## config.mk

```make
export PLATFORM = sky130hd
export DESIGN_NAME = pedh_front
export DESIGN_NICKNAME = d
export VERILOG_FILES = /design/src/rtl/core/paired_end_distance_histogram_top_defines.svh /design/src/rtl/core/pedh_pkg.sv /design/src/rtl/core/pedh_front.sv
export SDC_FILE = /design/constraint.sdc
export NUM_CORES = 1
export LEC_CHECK = 0
export ABC_AREA = 1
export BUFFER_PORTS_ARGS = -buffer_cell sky130_fd_sc_hd__buf_2
export CORE_AREA = 2 2 133 135
export DETAILED_ROUTE_END_ITERATION = 8
export DIE_AREA = 0 0 135 137
export GPL_TIMING_DRIVEN = 0
export PLACE_DENSITY = 0.63
export REMOVE_ABC_BUFFERS = 1
export SLEW_MARGIN = 20
export SYNTH_ARGS = -nofsm -noshare
export SYNTH_HDL_FRONTEND = slang
export SYNTH_SLANG_ARGS = --single-unit
```

## constraint.sdc

```tcl
create_clock -name vclk -period 15.5
set_input_delay 3.1 -clock vclk [all_inputs]
set_output_delay 3.1 -clock vclk [all_outputs]
set_load 0.02 [all_outputs]
```

## src/rtl/core/paired_end_distance_histogram_top_defines.svh

```systemverilog
// assertion helpers used by the histogram top level
`ifndef PAIRED_END_DISTANCE_HISTOGRAM_TOP_DEFINES_SVH
`define PAIRED_END_DISTANCE_HISTOGRAM_TOP_DEFINES_SVH

// same-cycle implication, checked outside reset
`define PEDH_ASSERT_IMPL(name, ante, cons, msg) \
  name: assert property (@(posedge clk_i) disable iff (!rst_ni) (ante) |-> (cons)) \
    else $error(msg);

// next-cycle implication, checked outside reset
`define PEDH_ASSERT_NEXT(name, ante, cons, msg) \
  name: assert property (@(posedge clk_i) disable iff (!rst_ni) (ante) |=> (cons)) \
    else $error(msg);

`endif

```

## src/rtl/core/pedh_pkg.sv

```systemverilog
`default_nettype none

package pedh_pkg;

  localparam int NUM_BINS    = 4096;
  localparam int BIN_AW      = $clog2(NUM_BINS);
  localparam int IDX_W       = 12;
  localparam int CNT_W       = 32;
  localparam int DIST_W      = 32;
  localparam int BSIZE_W     = 31;
  localparam int PROD_W      = IDX_W + BSIZE_W;
  localparam int SPAN_W      = PROD_W + 1;
  localparam int BND_W       = SPAN_W + 1;
  localparam int STEP_W      = $clog2(IDX_W);
  localparam int FIFO_DEPTH  = 2;
  localparam int FIFO_AW     = $clog2(FIFO_DEPTH);
  localparam int IN_TDATA_W  = 136;
  localparam int IN_TUSER_W  = 1;
  localparam int OUT_TDATA_W = 112;
  localparam int OUT_TUSER_W = 3;
  localparam int APB_AW      = 4;

  localparam logic [7:0] PAIR_ENDS   = 8'd2;
  localparam logic [7:0] UNIQUE_HITS = 8'd1;

  localparam logic signed [BND_W-1:0] SAT_HI =
    $signed({{(BND_W-DIST_W+1){1'b0}}, {(DIST_W-1){1'b1}}});
  localparam logic signed [BND_W-1:0] SAT_LO =
    $signed({{(BND_W-DIST_W+1){1'b1}}, {(DIST_W-1){1'b0}}});

  typedef enum logic [1:0] {
    REG_MIN_DIST = 2'd0,
    REG_MAX_DIST = 2'd1,
    REG_BIN_SIZE = 2'd2
  } reg_e;

  typedef enum logic [0:0] {
    OP_INSERT  = 1'b0,
    OP_READOUT = 1'b1
  } op_e;

  typedef enum logic [2:0] {
    ST_COUNTED      = 3'd0,
    ST_NOT_PAIRED   = 3'd1,
    ST_NOT_UNIQUE   = 3'd2,
    ST_MISMATCH     = 3'd3,
    ST_OUT_OF_RANGE = 3'd4,
    ST_READOUT      = 3'd5
  } status_e;

  typedef enum logic [2:0] {
    BK_CLEAR,
    BK_IDLE,
    BK_DIV,
    BK_READ,
    BK_UPD,
    BK_BND,
    BK_OUT
  } back_state_e;

  typedef struct packed {
    logic signed [DIST_W-1:0] min_dist;
    logic signed [DIST_W-1:0] max_dist;
    logic [BSIZE_W-1:0]       bin_size;  // never zero
  } cfg_t;

  typedef struct packed {
    op_e         operation;
    logic [7:0]  end_count;
    logic [7:0]  hits_one;
    logic [7:0]  hits_two;
    logic [15:0] contig_one;
    logic [15:0] contig_two;
    logic        strand_one;
    logic        strand_two;
    logic [31:0] pos_one;
    logic [31:0] pos_two;
    logic [IDX_W-1:0] read_index;
  } item_t;

  typedef struct packed {
    status_e             status;
    logic [DIST_W-1:0]   diff;
    logic [IDX_W-1:0]    index;
  } job_t;

  typedef struct packed {
    status_e                  status;
    logic [IDX_W-1:0]         bin_index;
    logic [CNT_W-1:0]         bin_count;
    logic signed [DIST_W-1:0] bin_low;
    logic signed [DIST_W-1:0] bin_high;
  } result_t;

  typedef struct packed {
    logic clearing;
    logic busy;
  } back_stat_t;

  function automatic logic signed [DIST_W-1:0] sat32(input logic signed [BND_W-1:0] v);
    logic signed [BND_W-1:0] c;
    c = v;
    if (v > SAT_HI) c = SAT_HI;
    if (v < SAT_LO) c = SAT_LO;
    return c[DIST_W-1:0];
  endfunction

endpackage

`default_nettype wire

```

## src/rtl/core/pedh_front.sv

```systemverilog
`default_nettype none

module pedh_front (
  input  var pedh_pkg::item_t item_i,
  input  var logic            valid_i,
  output logic                ready_o,
  input  var pedh_pkg::cfg_t  cfg_i,
  input  var logic            full_i,
  input  var logic            hold_i,
  output logic                push_o,
  output pedh_pkg::job_t      job_o
);

  logic [pedh_pkg::DIST_W-1:0]        pos_gap;
  logic signed [pedh_pkg::DIST_W-1:0] dist_s;
  logic [pedh_pkg::DIST_W-1:0]        diff;
  logic [pedh_pkg::SPAN_W-1:0]        span;
  logic                               in_range;
  logic                               beyond_store;

  assign pos_gap = item_i.pos_two - item_i.pos_one;
  assign dist_s  = $signed(pos_gap);
  assign diff    = pos_gap - cfg_i.min_dist;

  // distance covered by all bins together
  assign span = pedh_pkg::SPAN_W'(cfg_i.bin_size) * pedh_pkg::SPAN_W'(pedh_pkg::NUM_BINS);

  assign in_range     = (dist_s >= cfg_i.min_dist) && (dist_s <= cfg_i.max_dist);
  assign beyond_store = {{(pedh_pkg::SPAN_W-pedh_pkg::DIST_W){1'b0}}, diff} >= span;

  always_comb begin
    job_o.status = pedh_pkg::ST_COUNTED;
    job_o.diff   = diff;
    job_o.index  = item_i.read_index;
    if (item_i.operation == pedh_pkg::OP_READOUT) begin
      job_o.status = pedh_pkg::ST_READOUT;
    end else if (item_i.end_count != pedh_pkg::PAIR_ENDS) begin
      job_o.status = pedh_pkg::ST_NOT_PAIRED;
    end else if (item_i.hits_one != pedh_pkg::UNIQUE_HITS ||
                 item_i.hits_two != pedh_pkg::UNIQUE_HITS) begin
      job_o.status = pedh_pkg::ST_NOT_UNIQUE;
    end else if (item_i.contig_one != item_i.contig_two ||
                 item_i.strand_one != item_i.strand_two) begin
      job_o.status = pedh_pkg::ST_MISMATCH;
    end else if (!in_range || beyond_store) begin
      job_o.status = pedh_pkg::ST_OUT_OF_RANGE;
    end
  end

  assign ready_o = !full_i && !hold_i;
  assign push_o  = valid_i && ready_o;

endmodule

`default_nettype wire

```

==> results.toml <==
[power]
p_switching_mw = 0.385
pwr-share-seq_pct = 0
swShare_pct = 63.6
p_leak_nw = 4.46
p_int_mw = 0.220
p_clk_share_pct = 0
power_density_nw_per_um2 = 82.0
ir_worst_vdd_uv = 55.8
p_comb_share_pct = 100.0
p_total_mw = 0.605

[global_route]
met1_usage_pct = 25.1
grt_pass1_vias = 6698
grt_use_met2_pct = 41.5
grt_max_degree = 7
antenna_found_initial = 0
track_usage_pct = 20.9
grt.overflow.total = 0
top_usage_layer = "met2"
use_met3_pct = 1.56
grt_pass1_wl_um = 31000

[sta]
tns_ns = 0
tightest_slew_ns = 0.414
slew_viol_final = 0
setup_slack_ns = 4.27
min_period_over_period_pct = 72.4
rsz0062_at_grt = "no"
slew_headroom_pct = 72.3
finalHoldViolCount = 0
min_period_ns = 11.23
setup_viol = 0
fmax_mhz = 89.1

[final_layout]
n_sequential_cell = 0
layout_commonest_cell = "buf_2"
fin_area_sq_um = 7380
drive_gt1_share_pct = 24.5
nets = 1615
antenna_cells = 0
final-seq-area_sq_um = 0
stdcell_count = 1488
area_growth_pct = 25.1
layout_common_cells = "buf_2, inv_1, nand2_1"
clock_buffers = 0

[placed_design]
pre_cts_ws_ns = 4.21
port_buffers = 258
dpl.hpwl_um = 19000
dpl_cell_area_sq_um = 7380
place_inst = 1488
routabilityCongestion = 0.927

[synth]
yosysWarningCount = 0
ys_types = 46
syn_area_per_cell_sq_um = 5.80
synth_area_sq_um = 5900
synthCells = 1017
ys_seq_area_share_pct = 0

[drt]
drtIter0Drc = 211
drc = 0
first_pass_iters = 4
vias_per_cell = 4.67
wire_per_inst_um = 13.6
vias = 6942
finalWirelength_um = 20200
drtAntennaViolNets = 0

[floorplan]
start_util_pct = 34.6
ios = 282
fp.dieW_um = 135
dieArea_sq_um = 18500
num_rows = 48
die_h_um = 137
core_sq_um = 17100

[outcome]
status = "finished, final reports clean"

[run]
cap_violations = 0

[setup_path]
crit_type = "input pin to output pin"
critPathLaunchType = "input pin"
cp_common_cell = "nand2_1"
path_max_fanout = 5
arrival_ns = 8.13
crit_slowest_cell = "fa_1"
slowest_delay_ns = 0.43
cp.required_ns = 12.40
cp-end-kind = "output pin"

[min_path]
holdPathStages = 0
hold_class = "input pin to output pin"
min_to = "job_o[6]"
min_from = "item_i[6]"

[clocking]
hold_buffers = 0
cts_resized = 0
cts_setup_buffers = 0
-- cells by family (layout without fill, tap and decap cells) --
kind of cell | after synthesis | after routing | synth area share, %
buffers and inverters | 241 | 487 | 16.1
and+or+nand+nor | 408 | 408 | 29.2
AOI/OAI and AO/OA | 188 | 188 | 20.2
adders and majority gates | 117 | 117 | 25.1
xor gates and xnor gates | 63 | 63 | 9.36
-- per-layer routing --
| metal | part of all wire (%) | vias to the layer above |
|---|---|---|
| li1 | - | 3765 |
| met5 | 0 | - |
| met2 | 50 | 213 |
| met4 | 1.2 | 0 |
| met1 | 43 | 2949 |
| met3 | 5.1 | 15 |
-- final cells by class --
cell class | count | area (sq um)
fillers | 1951 | 9680
multi-input cells | 776 | 4950
repair buffers | 258 | 1290
inverters | 229 | 860
well taps | 225 | 282
-- metrics by stage --
step	hold WS, ns	util [%]
floorplan	6.20	-
global placement	6.20	43.3
detailed placement	6.20	43.3
CTS	6.20	43.3
global route	6.20	43.3
finish	6.20	43.3
-- critical path: cells and delay by family --
kind / cells / cell delay, ns
buffers and inverters: 3 / 0.26
adders and majority gates: 4 / 1.33
AOI/OAI and AO/OA: 7 / 1.15
xor gates and xnor gates: 2 / 0.52
and+or+nand+nor: 15 / 1.72
-- synth_stat cells, drive strengths merged, types with 9 or more instances --
| cell | count | area (sq um) |
|---|---|---|
| buf | 12 | 90.1 |
| nand3 | 35 | 180 |
| o21ai | 50 | 299 |
| nand4 | 19 | 119 |
| ha | 115 | 1440 |
| nor3 | 13 | 70.1 |
| a21o | 9 | 67.6 |
| xor2 | 37 | 324 |
| nor2 | 92 | 350 |
| xnor2 | 26 | 228 |
| inv | 229 | 860 |
| nand2 | 232 | 893 |
| a21oi | 95 | 528 |
-- how the worst max path moves through the flow --
stage	from	to	slack, ns
after floorplan	item_i[12]	job_o[46]	5.24
after global placement	item_i[12]	job_o[46]	4.22
after detailed placement	item_i[12]	job_o[46]	4.21
after CTS	item_i[12]	job_o[46]	4.21
after global routing	item_i[12]	job_o[46]	3.82
final	item_i[12]	job_o[46]	4.27
-- power by group through the flow --
stage | sequential [mW] | combinational [mW] | clock, mW
after detailed placement | 0 | 0.608 | 0
final | 0 | 0.605 | 0
after floorplan | 0 | 0.425 | 0
after CTS | 0 | 0.610 | 0
after global routing | 0 | 0.684 | 0
after global placement | 0 | 0.602 | 0
Note: power is estimated with default switching activity, not from simulation.
