<file path="config.mk">
export PLATFORM = sky130hd
export DESIGN_NAME = pedh_fifo
export DESIGN_NICKNAME = d
export VERILOG_FILES = /design/src/rtl/core/paired_end_distance_histogram_top_defines.svh /design/src/rtl/core/pedh_pkg.sv /design/src/rtl/core/pedh_fifo.sv
export SDC_FILE = /design/constraint.sdc
export NUM_CORES = 1
export LEC_CHECK = 0
export ABC_AREA = 1
export BUFFER_PORTS_ARGS = -buffer_cell sky130_fd_sc_hd__buf_2
export CORE_MARGIN = 2
export CORE_UTILIZATION = 55
export DETAILED_ROUTE_END_ITERATION = 8
export GPL_TIMING_DRIVEN = 0
export PLACE_DENSITY = 0.83
export SLEW_MARGIN = 0
export SYNTH_ARGS = -nofsm -noshare
export SYNTH_HDL_FRONTEND = slang
export SYNTH_SLANG_ARGS = --single-unit
</file>
<file path="constraint.sdc">
create_clock -name clk_i -period 9.02 [get_ports clk_i]
set_clock_uncertainty 0.1 [all_clocks]
set_input_delay 0.902 -clock clk_i [delete_from_list [all_inputs] [get_ports clk_i]]
set_output_delay 0.902 -clock clk_i [all_outputs]
set_load 0.02 [all_outputs]
</file>
<file path="src/rtl/core/paired_end_distance_histogram_top_defines.svh">
// assertion helpers used by the histogram top level
`ifndef PAIRED_END_DISTANCE_HISTOGRAM_TOP_DEFINES_SVH
`define PAIRED_END_DISTANCE_HISTOGRAM_TOP_DEFINES_SVH

// same-cycle implication, checked outside reset
`define PEDH_ASSERT_IMPL(name, ante, cons, msg) \
  name: assert property (@(posedge clk_i) disable iff (!rst_ni) (ante) |-> (cons)) \
    else $error(msg);

// next-cycle implication, checked outside reset
`define PEDH_ASSERT_NEXT(name, ante, cons, msg) \
  name: assert property (@(posedge clk_i) disable iff (!rst_ni) (ante) |=> (cons)) \
    else $error(msg);

`endif

</file>
<file path="src/rtl/core/pedh_pkg.sv">
`default_nettype none

package pedh_pkg;

  localparam int NUM_BINS    = 4096;
  localparam int BIN_AW      = $clog2(NUM_BINS);
  localparam int IDX_W       = 12;
  localparam int CNT_W       = 32;
  localparam int DIST_W      = 32;
  localparam int BSIZE_W     = 31;
  localparam int PROD_W      = IDX_W + BSIZE_W;
  localparam int SPAN_W      = PROD_W + 1;
  localparam int BND_W       = SPAN_W + 1;
  localparam int STEP_W      = $clog2(IDX_W);
  localparam int FIFO_DEPTH  = 2;
  localparam int FIFO_AW     = $clog2(FIFO_DEPTH);
  localparam int IN_TDATA_W  = 136;
  localparam int IN_TUSER_W  = 1;
  localparam int OUT_TDATA_W = 112;
  localparam int OUT_TUSER_W = 3;
  localparam int APB_AW      = 4;

  localparam logic [7:0] PAIR_ENDS   = 8'd2;
  localparam logic [7:0] UNIQUE_HITS = 8'd1;

  localparam logic signed [BND_W-1:0] SAT_HI =
    $signed({{(BND_W-DIST_W+1){1'b0}}, {(DIST_W-1){1'b1}}});
  localparam logic signed [BND_W-1:0] SAT_LO =
    $signed({{(BND_W-DIST_W+1){1'b1}}, {(DIST_W-1){1'b0}}});

  typedef enum logic [1:0] {
    REG_MIN_DIST = 2'd0,
    REG_MAX_DIST = 2'd1,
    REG_BIN_SIZE = 2'd2
  } reg_e;

  typedef enum logic [0:0] {
    OP_INSERT  = 1'b0,
    OP_READOUT = 1'b1
  } op_e;

  typedef enum logic [2:0] {
    ST_COUNTED      = 3'd0,
    ST_NOT_PAIRED   = 3'd1,
    ST_NOT_UNIQUE   = 3'd2,
    ST_MISMATCH     = 3'd3,
    ST_OUT_OF_RANGE = 3'd4,
    ST_READOUT      = 3'd5
  } status_e;

  typedef enum logic [2:0] {
    BK_CLEAR,
    BK_IDLE,
    BK_DIV,
    BK_READ,
    BK_UPD,
    BK_BND,
    BK_OUT
  } back_state_e;

  typedef struct packed {
    logic signed [DIST_W-1:0] min_dist;
    logic signed [DIST_W-1:0] max_dist;
    logic [BSIZE_W-1:0]       bin_size;  // never zero
  } cfg_t;

  typedef struct packed {
    op_e         operation;
    logic [7:0]  end_count;
    logic [7:0]  hits_one;
    logic [7:0]  hits_two;
    logic [15:0] contig_one;
    logic [15:0] contig_two;
    logic        strand_one;
    logic        strand_two;
    logic [31:0] pos_one;
    logic [31:0] pos_two;
    logic [IDX_W-1:0] read_index;
  } item_t;

  typedef struct packed {
    status_e             status;
    logic [DIST_W-1:0]   diff;
    logic [IDX_W-1:0]    index;
  } job_t;

  typedef struct packed {
    status_e                  status;
    logic [IDX_W-1:0]         bin_index;
    logic [CNT_W-1:0]         bin_count;
    logic signed [DIST_W-1:0] bin_low;
    logic signed [DIST_W-1:0] bin_high;
  } result_t;

  typedef struct packed {
    logic clearing;
    logic busy;
  } back_stat_t;

  function automatic logic signed [DIST_W-1:0] sat32(input logic signed [BND_W-1:0] v);
    logic signed [BND_W-1:0] c;
    c = v;
    if (v > SAT_HI) c = SAT_HI;
    if (v < SAT_LO) c = SAT_LO;
    return c[DIST_W-1:0];
  endfunction

endpackage

`default_nettype wire

</file>
<file path="src/rtl/core/pedh_fifo.sv">
`default_nettype none

module pedh_fifo (
  input  var logic           clk_i,
  input  var logic           rst_ni,
  input  var logic           push_i,
  input  var pedh_pkg::job_t job_i,
  input  var logic           pop_i,
  output pedh_pkg::job_t     job_o,
  output logic               full_o,
  output logic               empty_o
);

  pedh_pkg::job_t                 slot_q [pedh_pkg::FIFO_DEPTH];
  logic [pedh_pkg::FIFO_AW-1:0]   wr_ptr_q, wr_ptr_d;
  logic [pedh_pkg::FIFO_AW-1:0]   rd_ptr_q, rd_ptr_d;
  logic [pedh_pkg::FIFO_AW:0]     fill_q, fill_d;

  assign full_o  = fill_q == (pedh_pkg::FIFO_AW+1)'(pedh_pkg::FIFO_DEPTH);
  assign empty_o = fill_q == '0;
  assign job_o   = slot_q[rd_ptr_q];

  always_comb begin
    wr_ptr_d = wr_ptr_q;
    rd_ptr_d = rd_ptr_q;
    fill_d   = fill_q;
    if (push_i) begin
      wr_ptr_d = wr_ptr_q + 1'b1;
    end
    if (pop_i) begin
      rd_ptr_d = rd_ptr_q + 1'b1;
    end
    if (push_i && !pop_i) begin
      fill_d = fill_q + 1'b1;
    end else if (pop_i && !push_i) begin
      fill_d = fill_q - 1'b1;
    end
  end

  always_ff @(posedge clk_i or negedge rst_ni) begin
    if (!rst_ni) begin
      wr_ptr_q <= '0;
      rd_ptr_q <= '0;
      fill_q   <= '0;
    end else begin
      wr_ptr_q <= wr_ptr_d;
      rd_ptr_q <= rd_ptr_d;
      fill_q   <= fill_d;
    end
  end

  always_ff @(posedge clk_i) begin
    if (push_i) begin
      slot_q[wr_ptr_q] <= job_i;
    end
  end

endmodule

`default_nettype wire

</file>
==> results of run 1 <==
[where the power goes]
part / switching (mW) / internal (mW)
clock: 0.135 / 0.125
combinational: 0.286 / 0.221
sequential: 0.0265 / 0.604
[stage by stage]
step           area (um2)  power, mW  hold slack [ns]  cells  setup WS, ns
4_1_cts              4497      1.416           0.2338    363         6.428
3_5_place_dp         4317      1.157           0.4184    349         6.746
3_3_place_gp         4269      1.140           0.3759    347         4.364
2_1_floorplan        3677      1.003           0.3631    171         5.550
6_report             4497      1.397           0.2478    363         6.467
5_1_grt              4497      1.463           0.2461    363         6.375
[worst paths after layout]
check | start | to | slack (ns) | cells past startpoint
setup / recovery | rd_ptr_q | job_o[29] | 6.47 | 4
hold / removal | rst_ni | fill_q[1] | 0.25 | 1
setup reg to reg | wr_ptr_q | slot_q[0][11] | 7.41 | 2
hold reg to reg | fill_q[1] | fill_q[1] | 0.44 | 2
max in group asynchronous | rst_ni | wr_ptr_q | 8.45 | 1
min in group clk_i | fill_q[1] | fill_q[1] | 0.44 | 2
[worst register-to-register path: cells and delay by family, from the launching register on]
| family | cells | cell delay [ns] |
|---|---|---|
| buffers and inverters | 1 | 0.28 |
| AND/OR/NAND/NOR | 1 | 0.47 |
| flip-flops | 1 | 0.44 |
[logic make-up (layout without fill, tap and decap cells)]
family	after synthesis	after routing	share of synthesized area (%)
buffers and inverters	12	127	1.905
muxes	47	47	16.43
and+or+nand+nor	10	10	1.123
DFF	98	98	79.48
adders and majority gates	1	1	0.3402
xor gates and xnor gates	3	3	0.7147
[cell type report]
class,instances,area [um2]
tap,77,96.34
clock inverter,5,56.30
clock buffer,9,123.9
sequential,98,2923
timing repair buffer,101,535.5
inverter,7,26.28
fill,435,1926
multi-input combinational,61,691.9
buffer,5,43.79
[synth_stat cells]
cell      count
edfxtp_1     94
mux2_2       27
mux2_4       20
inv_1         7
nand2_1       5
dfrtp_1       4
buf_6         3
nor2_1        3
buf_2         2
xor2_1        2
ha_1          1
nand3_1       1
nand4_1       1
xnor2_1       1
[metal layers]
metal	wire, um	GRT usage (%)
met2	2842	27.70
met5	0	0
met1	2306	19.65
met3	379	3.754
met4	93	7.792
[registers in the layout (all words and copies together), names as in the netlist]
register  count
wr_ptr_q      1
slot_q       94
fill_q        2
rd_ptr_q      1
==> metrics.md, run 1 <==
| Metric | Value |
|---|---|
| Status | complete, but fails checks |
| Failing checks | design-rule violations |
| Post-layout min period | 2.553 ns |
| Die Y | 85.77 um |
| Seq/Total Area, Yosys | 79.48% |
| Vias in the first global route | 1874 |
| Post-CTS Resized | 0 |
| Fraction of layout cells with a size suffix above 1 | 59.09% |
| Warning count from the yosys run | 0 |
| Iteration-0 DRC Markers | 138 |
| Crit-path max FO | 10 |
| Core Area | 6422 um2 |
| Largest cells by area after synthesis | edfxtp_1 (77%), mux2_2 (8.3%), mux2_4 (8.2%), dfrtp_1 (2.7%), buf_6 (0.92%) |
| WP data arrival | 1.55 ns |
| Post-CTS setup buffer count | 0 |
| Hold WC Path Type | in2async |
| Unrepaired setup endpoints after global routing | no |
| Cells after Synth | 171 |
| Peak VDD IR | 0.1832 mV |
| Total Nets Final | 335 |
| Synth unique cells | 14 |
| Fin crit share | 28.30% |
| Starting density of the core | 57.26% |
| Via count | 1839 |
| GRT Resource Usage Total | 16.24% |
| # IOs | 100 |
| Post-Synthesis Cell Area | 3677 um2 |
| Critical path class | reg2out |
| Vias per inst | 5.066 |
| Initial antenna violation count | 0 |
| Worst Setup End Kind | output port |
| ANT cells | 0 |
| Buffers added on ports | 99 |
| Syn nets | 223 |
| Cell mode on critical path | buf_6 |
| Clock buffer depth | 2 |
| TritonCTS clock tree | done |
| Req. time, crit path | 8.02 ns |
| Clock latency on the worst-skew pair | 0.34 ns |
| Crit-path max cell delay | 0.38 ns |
| Static Leak | 1.802 nW |
| Pin count of the biggest net entering global routing | 34 |
| Synth Register Bits | 98 |
| Post-synth top area cell | edfxtp_1 |
| CTS Root Cell | clkbuf_8 |
| Buf/Inv on CP | 3 |
| Syn-to-layout area delta | 22.29% |
| Post-layout util | 70.02% |
| Fin Setup TNS | 0 ns |
| Row count | 29 |
| Wire length per cell | 15.49 um |
| Routed WL | 5623 um |
| Top delay family on crit path | buffers and inverters |
| Final HPWL DP | 3922 um |
| Power per Cell Area | 310.7 nW/um2 |
| DRT Pass-1 Iters | 6 |
| # clock sinks | 98 |
| Clock slew seen by the registers of the worst setup and hold paths | 0.09 ns |
| Max Freq | 391.7 MHz |
| Final Setup Violations | 0 |
| Post-synth top area share | 76.76% |
| Width of the die | 85.77 um |
| CP max stage cell | dfrtp_1 |
| Cts hold-fix bufs | 0 |
| CTS buffer count | 9 |
| CP Launch Type | register |
| Synthesized area per cell | 21.50 um2 |
| Endpoints failing hold | 0 |
| Residual DRC | 8 |
| Antenna-violating nets left | 0 |
| Congestion Overflow GR | 0 |
| Fin. max-slew vios | 0 |
| Most common cell after layout, fill and taps aside | buf_2 |
| CP Cell Sequence | buf_6 -> buf_6 -> mux2_4 -> buf_2 |
| H-tree depth | 3 |
| Die footprint | 7356 um2 |
| Commonest cells after routing, fill and taps aside | buf_2 (101), edfxtp_1 (94), mux2_2 (27) |
| Routability cong. | 0.7527 |
| Least-Margin Pin Slew | 0.5496 ns |
| First-pass GRT wire length | 8818 um |
| Max cap viols | 0 |
| Relative slew slack | 63.27% |
Note: power is estimated with default switching activity, not from simulation.
==> inputs of run 2 (changes only) <==
--- a/config.mk
+++ b/config.mk
@@ -8,10 +8,10 @@
 export ABC_AREA = 1
 export BUFFER_PORTS_ARGS = -buffer_cell sky130_fd_sc_hd__buf_2
 export CORE_MARGIN = 2
-export CORE_UTILIZATION = 55
+export CORE_UTILIZATION = 52
 export DETAILED_ROUTE_END_ITERATION = 8
 export GPL_TIMING_DRIVEN = 0
-export PLACE_DENSITY = 0.83
+export PLACE_DENSITY = 0.79
 export SLEW_MARGIN = 0
 export SYNTH_ARGS = -nofsm -noshare
 export SYNTH_HDL_FRONTEND = slang
==> constraint.sdc (replaced) <==
create_clock -name clk_i -period 2.38 [get_ports clk_i]
set_clock_uncertainty 0.1 [all_clocks]
set_input_delay 0.238 -clock clk_i [delete_from_list [all_inputs] [get_ports clk_i]]
set_output_delay 0.238 -clock clk_i [all_outputs]
set_load 0.02 [all_outputs]
==> run 2 against run 1 <==
The run now ends clean. Clock power increased to 4.0 times the previous value. Register-to-register slack worse by 6.7 ns. Critical path type unchanged. Final area grew 12%. Critical endpoint is now job_o[6]. Sequential share of layout area fell by 6.8 points. Sequential power rose to 3.8 times the previous value. Combinational power increased to 4.0 times the previous value.
==> metrics.md, run 2 (synthesis results as in run 1) <==
| Metric | Value |
|---|---|
| Status | completed |
| CP Launch Type | register |
| TritonCTS clock tree | done |
| Final Setup Violations | 0 (unchanged) |
| Clock latency on the worst-skew pair | 0.35 ns (about the same) |
| Initial antenna violation count | 0 (unchanged) |
| Syn-to-layout area delta | 36.58% |
| Routed WL | 6980 um (+24%) |
| Pin count of the biggest net entering global routing | 27 (-21%) |
| WP data arrival | 1.62 ns (+0.07 ns) |
| Vias in the first global route | 2230 (+19%) |
| Max reg flops | 94 (unchanged) |
| Max cap viols | 0 (unchanged) |
| Fin crit share | 82.16% |
| Row count | 30 (+3.4%) |
| Most common cell after layout, fill and taps aside | buf_2 |
| Post-Place Cells | 368 (+5.4%) |
| Starting density of the core | 53.83% (-3.4 points) |
| Residual DRC | 0 (-8) |
| First-pass GRT wire length | 10520 um (+19%) |
| Total Nets Final | 384 (+15%) |
| CP max stage cell | dfrtp_1 |
| Width of the die | 88.10 um (+2.7%) |
| Post-layout min period | 1.955 ns |
| # IOs | 100 (unchanged) |
| Die footprint | 7761 um2 (+5.5%) |
| Least-Margin Pin Slew | 0.6932 ns (+0.1435 ns) |
| Cell mode on critical path | buf_6 |
| Unrepaired setup endpoints after global routing | no |
| ANT cells | 0 (unchanged) |
| Clock buffer depth | 2 (unchanged) |
| Endpoints failing hold | 0 (unchanged) |
| Peak VDD IR | 0.6250 mV (+240%) |
| Fillers | 427 (-1.8%) |
| Hold WC Path Type | in2reg |
| Core Area | 6832 um2 (+6.4%) |
| Fin Setup TNS | 0 ns (unchanged) |
| Req. time, crit path | 2.04 ns (-5.98 ns) |
| Static Leak | 2.007 nW (+11%) |
| Fin. max-slew vios | 0 (unchanged) |
| Final HPWL DP | 4014 um (+2.3%) |
| Commonest cells after routing, fill and taps aside | buf_2 (101), edfxtp_1 (94), dlygate4sd3_1 (49) |
| Wire length per cell | 16.16 um (+4.3%) |
| # clock sinks | 98 (unchanged) |
| Finished Layout Cells | 432 (+19%) |
| Antenna-violating nets left | 0 (unchanged) |
| Max Freq | 511.4 MHz |
| H-tree depth | 3 (unchanged) |
| Via count | 2087 (+13%) |
| Top flop regs | slot_q: 94 flops, fill_q: 2 flops |
| Critical path class | reg2out |
| Fraction of layout cells with a size suffix above 1 | 50.60% (-8.5 points) |
| Power per Cell Area | 1087 nW/um2 (+250%) |
| Multi-input gate area | 691.9 um2 (unchanged) |
| Post-CTS setup buffer count | 0 (unchanged) |
| Worst Setup End Kind | output port |
| Relative slew slack | 53.68% (-9.6 points) |
| Post-layout util | 73.52% (+3.5 points) |
| Die Y | 88.10 um (+2.7%) |
| Clock slew seen by the registers of the worst setup and hold paths | 0.09 ns (about the same) |
| GRT Resource Usage Total | 18.78% (+2.5 points) |
| CTS Root Cell | clkbuf_8 |
| R2r worst-path depth | 2 (unchanged) |
| Routability cong. | 0.7845 (+4.2%) |
| Crit-path max cell delay | 0.41 ns (+0.03 ns) |
| CP Cell Sequence | buf_6 -> buf_6 -> mux2_4 -> buf_2 |
| Hold path depth | 2 |
| Vias per inst | 4.831 (-4.6%) |
| Buffers added on ports | 99 (unchanged) |
| Iteration-0 DRC Markers | 90 (-35%) |
| Largest reg by FF count | slot_q |
| Congestion Overflow GR | 0 (unchanged) |
| DRT Pass-1 Iters | 4 (-2) |
| CTS buffer count | 9 (unchanged) |
| FF/Latch Area | 2923 um2 (unchanged) |
| Crit-path max FO | 10 (unchanged) |
==> run 2: cell count changes in the layout (fill, tap and decap cells not counted), sizes merged <==
cell,delta
dlygate4sd3,+49
clkinvlp,+1
==> run 2: final timing paths <==
kind,end,slack (ns),start
setup / recovery,job_o[6],0.42,rd_ptr_q
hold / removal,wr_ptr_q,0.02,push_i
setup reg to reg,slot_q[0][38],0.70,wr_ptr_q
hold reg to reg,wr_ptr_q,0.45,wr_ptr_q
max in group asynchronous,wr_ptr_q,1.94,rst_ni
min in group asynchronous,fill_q[1],0.12,rst_ni
==> run 2: worst max-delay path, delay by kind of cell (launching register included) <==
kind / cells / cell delay (ns)
muxes: 1 / 0.31
DFF: 1 / 0.41
buffers and inverters: 3 / 0.53
==> run 2: where the power goes <==
group          internal [mW]  switching, mW
Clock                  0.483          0.557
Sequential              2.29          0.109
Combinational          0.891           1.13
Total                   3.66           1.79
==> run 2: layout make-up <==
class | instances | area share (%)
timing repair buffer | 150 | 20.43
buffer | 5 | 0.8719
clock buffer | 9 | 2.466
multi-input combinational | 61 | 13.78
clock inverter | 6 | 1.345
inverter | 7 | 0.5232
tap | 96 | 2.392
sequential | 98 | 58.20
==> run 2: stage by stage <==
stage / hold slack [ns] / worst slack (ns) / power (mW) / cell area (um2)
2_1_floorplan: -0.1576 / 0.2204 / 3.798 / 3680
5_1_grt: 0.01079 / 0.3494 / 5.713 / 5022
4_1_cts: 0.001627 / 0.3818 / 5.483 / 5022
6_report: 0.01588 / 0.4245 / 5.458 / 5022
3_3_place_gp: -0.05209 / -0.4081 / 4.324 / 4295
3_5_place_dp: -0.04974 / 0.6706 / 4.399 / 4340
==> run 2: metal layers <==
metal	global-route usage, %	wire length, um	vias to the layer above
li1	-	-	976
met1	20.21	2549	1014
met2	34.85	3883	82
met3	4.430	367	15
met4	8.540	178	0
met5	0	0	-
==> run 2: what timing repair did <==
action                    CTS  global route
hold buffers               49             0
resized for setup           0             0
hold endpoints to repair   99             0
==> inputs of run 3 (changes only) <==
--- a/config.mk
+++ b/config.mk
@@ -5,13 +5,13 @@
 export SDC_FILE = /design/constraint.sdc
 export NUM_CORES = 1
 export LEC_CHECK = 0
-export ABC_AREA = 1
+export ABC_AREA = 0
 export BUFFER_PORTS_ARGS = -buffer_cell sky130_fd_sc_hd__buf_2
 export CORE_MARGIN = 2
-export CORE_UTILIZATION = 52
+export CORE_UTILIZATION = 47
 export DETAILED_ROUTE_END_ITERATION = 8
 export GPL_TIMING_DRIVEN = 0
-export PLACE_DENSITY = 0.79
+export PLACE_DENSITY = 0.76
 export SLEW_MARGIN = 0
 export SYNTH_ARGS = -nofsm -noshare
 export SYNTH_HDL_FRONTEND = slang
==> constraint.sdc (replaced) <==
create_clock -name clk_i -period 1.6 [get_ports clk_i]
set_clock_uncertainty 0.1 [all_clocks]
set_input_delay 0.16 -clock clk_i [delete_from_list [all_inputs] [get_ports clk_i]]
set_output_delay 0.16 -clock clk_i [all_outputs]
set_load 0.02 [all_outputs]
==> run 3 against run 2 <==
Sequential cell count unchanged. Largest power group is now combinational cells. Power grew 85%. Global-route usage shrank 0.88 points. Non-clock buffer count grew 9. The run now ends with negative setup slack left. Critical path type unchanged. Synthesized cell count fell by 5.3%. Register-to-register slack worse by 0.67 ns.
==> metrics.md, run 3 <==
| Metric | Value |
|---|---|
| Status | complete, but fails checks |
| Failing checks | negative setup slack |
| Max Freq | 524.9 MHz |
| Cell mode on critical path | buf_12 |
| Largest cells by area after synthesis | edfxtp_1 (77%), mux2_2 (8.3%), mux2_4 (8.2%), dfrtp_1 (2.7%), xor2_1 (0.96%) |
| Commonest cells after routing, fill and taps aside | edfxtp_1 (94), buf_2 (52), dlygate4sd3_1 (50) |
| Core Area | 7647 um2 (+12%) |
| Post-route setup slack | -0.3051 ns (-0.7296 ns) |
| Buf/Inv on CP | 4 (+1) |
| Fin. max-slew vios | 0 (unchanged) |
| Vias in the first global route | 2339 (+4.9%) |
| Die footprint | 8503 um2 (+9.6%) |
| Final HPWL DP | 3912 um (-2.5%) |
| Cells after Synth | 162 (-5.3%) |
| Post-synth top area share | 77.18% (+0.42 points) |
| Req. time, crit path | 1.34 ns (-0.70 ns) |
| Post-Synthesis Cell Area | 3657 um2 (-0.54%) |
| Fin Setup TNS | -9.092 ns (-9.092 ns) |
| H-tree depth | 3 (unchanged) |
| Post-synth top area cell | edfxtp_1 |
| Top flop regs | slot_q: 94 flops, fill_q: 2 flops |
| Power per Cell Area | 1781 nW/um2 (+64%) |
| Pre-CTS setup slack | -0.4417 ns (-1.112 ns) |
| Clock slew seen by the registers of the worst setup and hold paths | 0.09 ns (about the same) |
| ANT cells | 0 (unchanged) |
| Pwr Total | 10.11 mW (+85%) |
| Residual DRC | 0 (unchanged) |
| Fraction of layout cells with a size suffix above 1 | 53.96% (+3.4 points) |
| Antenna-violating nets left | 0 (unchanged) |
| Via count | 2187 (+4.8%) |
| Endpoints failing hold | 0 (unchanged) |
| Relative slew slack | 58.91% (+5.2 points) |
| Comb pwr share | 45.0% (+8.0 points) |
| Post-layout min period | 1.905 ns |
| # IOs | 100 (unchanged) |
| P_sw | 3.108 mW (+73%) |
| Routed WL | 8165 um (+17%) |
| Clock buffer depth | 2 (unchanged) |
| Synth cell count leaders | edfxtp_1 (94), mux2_2 (27), mux2_4 (20), dfrtp_1 (4), xor2_1 (4) |
| Warning count from the yosys run | 0 (unchanged) |
| Largest reg by FF count | slot_q |
| Fin crit share | 119.1% |
| Crit-path max FO | 6 (-4) |
| # clock sinks | 98 (unchanged) |
| Synth unique cells | 13 (-1) |
| Critical path class | reg2out |
| Fillers | 450 (+5.4%) |
| FF/Latch Area | 2924 um2 (about the same) |
| Initial antenna violation count | 0 (unchanged) |
| Clock latency on the worst-skew pair | 0.35 ns (about the same) |
| GRT Resource Usage Total | 17.90% (-0.88 points) |
| Row count | 32 (+6.7%) |
| WP data arrival | 1.65 ns (+0.03 ns) |
| DRT Pass-1 Iters | 4 (unchanged) |
| Max cap viols | 0 (unchanged) |
| Multi-input gate area | 832.0 um2 (+20%) |
| CP Cell Sequence | buf_12 -> buf_12 -> buf_12 -> mux2_4 -> buf_6 |
| Crit-path max cell delay | 0.45 ns (+0.04 ns) |
| Hold WC Path Type | in2async |
| TritonCTS clock tree | done |
| First-pass GRT wire length | 11350 um (+7.9%) |
| Die Y | 92.21 um (+4.7%) |
| CP max stage cell | dfrtp_2 |
| R2r worst-path depth | 1 (-1) |
| CTS buffer count | 9 (unchanged) |
| Buffers added on ports | 99 (unchanged) |
| Post-synth EDFFs | 94 (unchanged) |
| CP Depth | 5 (+1) |
| Count leader, synth | edfxtp_1 |
| Sw frac | 30.74% (-2.1 points) |
| Least-Margin Pin Slew | 0.6136 ns (-0.07958 ns) |
| Top delay family on crit path | buffers and inverters |
| Static Leak | 2.318 nW (+16%) |
| Vias per inst | 4.937 (+2.2%) |
| Pin count of the biggest net entering global routing | 48 (+78%) |
| Most common cell after layout, fill and taps aside | edfxtp_1 |
| Clk pwr share | 19.0% (about the same) |
| Routability cong. | 0.7094 (-9.6%) |
| Unrepaired setup endpoints after global routing | yes |
| Max reg flops | 94 (unchanged) |
| Wire length per cell | 18.43 um (+14%) |
| CTS Root Cell | clkbuf_8 |
| Synthesized area per cell | 22.58 um2 (+5.0%) |
| Top FF cell, synth | edfxtp_1 |
| Congestion Overflow GR | 0 (unchanged) |
| Worst hold margin | 0.08535 ns (+0.06947 ns) |
| Peak VDD IR | 1.019 mV (+63%) |
| Final Setup Violations | 47 (+47) |
| Width of the die | 92.21 um (+4.7%) |
| Seq/Total Area, Yosys | 79.92% (+0.44 points) |
| Sequential power share | 36.0% (-7.9 points) |
| Iteration-0 DRC Markers | 101 (+12%) |
| CP Launch Type | register |
| Synth Register Bits | 98 (unchanged) |
| Total Nets Final | 388 (+1.0%) |
| Power Internal | 7.001 mW (+91%) |
| Syn-to-layout area delta | 55.18% |
| Syn nets | 214 (-4.0%) |
| Starting density of the core | 47.82% (-6.0 points) |
| Worst Setup End Kind | output port |
| Asr flop ratio synth | 4.082% (unchanged) |
[run 3: cell types whose count changed in the layout (fill, tap and decap cells not counted), sizes merged, moves of 2 or more]
cell    previous run  this run
and2               0         2
buf              106       113
bufinv             1         3
clkinv             2         0
inv                8         4
nand2              5         0
nor2b              0         5
xor2               2         4
[run 3: kinds of logic (layout without fill, tap and decap cells)]
family                   Yosys count  in the layout  share of synthesized area, %
XOR/XNOR                           5              5                         1.197
adder cells (fa/ha/maj)            1              1                        0.3421
buffers and inverters              6            181                         1.300
flip-flops                        98             98                         79.92
multiplexers                      47             47                         16.52
AND/OR/NAND/NOR                    5              9                        0.7186
[run 3: routing by layer]
metal / wire length (um) / global-route usage [%]
met5: 0 / 0
met4: 114 / 5.597
met3: 489 / 4.355
met2: 4367 / 34.19
met1: 3194 / 19.36
[run 3: cell type report]
class                   count  share of cell area [%]
plain buffers               5                   1.587
clock buffers               9                   2.183
clock inverters             7                   2.183
inverters                   1                 0.06614
multi-input cells          62                   14.66
flip-flops and latches     98                   51.52
well taps                 102                   2.249
repair buffers            159                   25.55
[run 3: power by group through the flow]
stage,Combinational (mW),Sequential (mW),Clock (mW)
3_5_place_dp,2.85,3.64,0
5_1_grt,4.77,3.69,2.02
3_3_place_gp,2.83,3.60,0
4_1_cts,3.96,3.59,1.94
6_report,4.55,3.64,1.92
2_1_floorplan,2.06,3.58,0
[run 3: through the flow]
stage          util, %  instance area [um2]  std cells
4_1_cts          70.83                 5416        439
3_3_place_gp     56.09                 4289        363
2_1_floorplan        -                 3666        162
5_1_grt          74.21                 5675        443
3_5_place_dp     56.09                 4289        363
6_report         74.21                 5675        443
[run 3: path summary, 6_finish.rpt]
path | start | to | slack [ns]
worst max-delay path | rd_ptr_q | job_o[13] | -0.31
worst min-delay path | rst_ni | fill_q[1] | 0.09
max in group asynchronous | rst_ni | rd_ptr_q | 1.19
min in group clk_i | push_i | fill_q[0] | 0.18
worst min register to register | fill_q[1] | fill_q[1] | 0.42
worst max register to register | wr_ptr_q | slot_q[0][42] | 0.03
[run 3: repair_timing]
item	4_1_cts	5_1_grt
pin swaps	0	1
buffers inserted	6	1
resized for setup	76	68
gates cloned	4	4
endpoints found under the setup margin	141	141
hold endpoints to repair	100	0
hold buffers	50	0
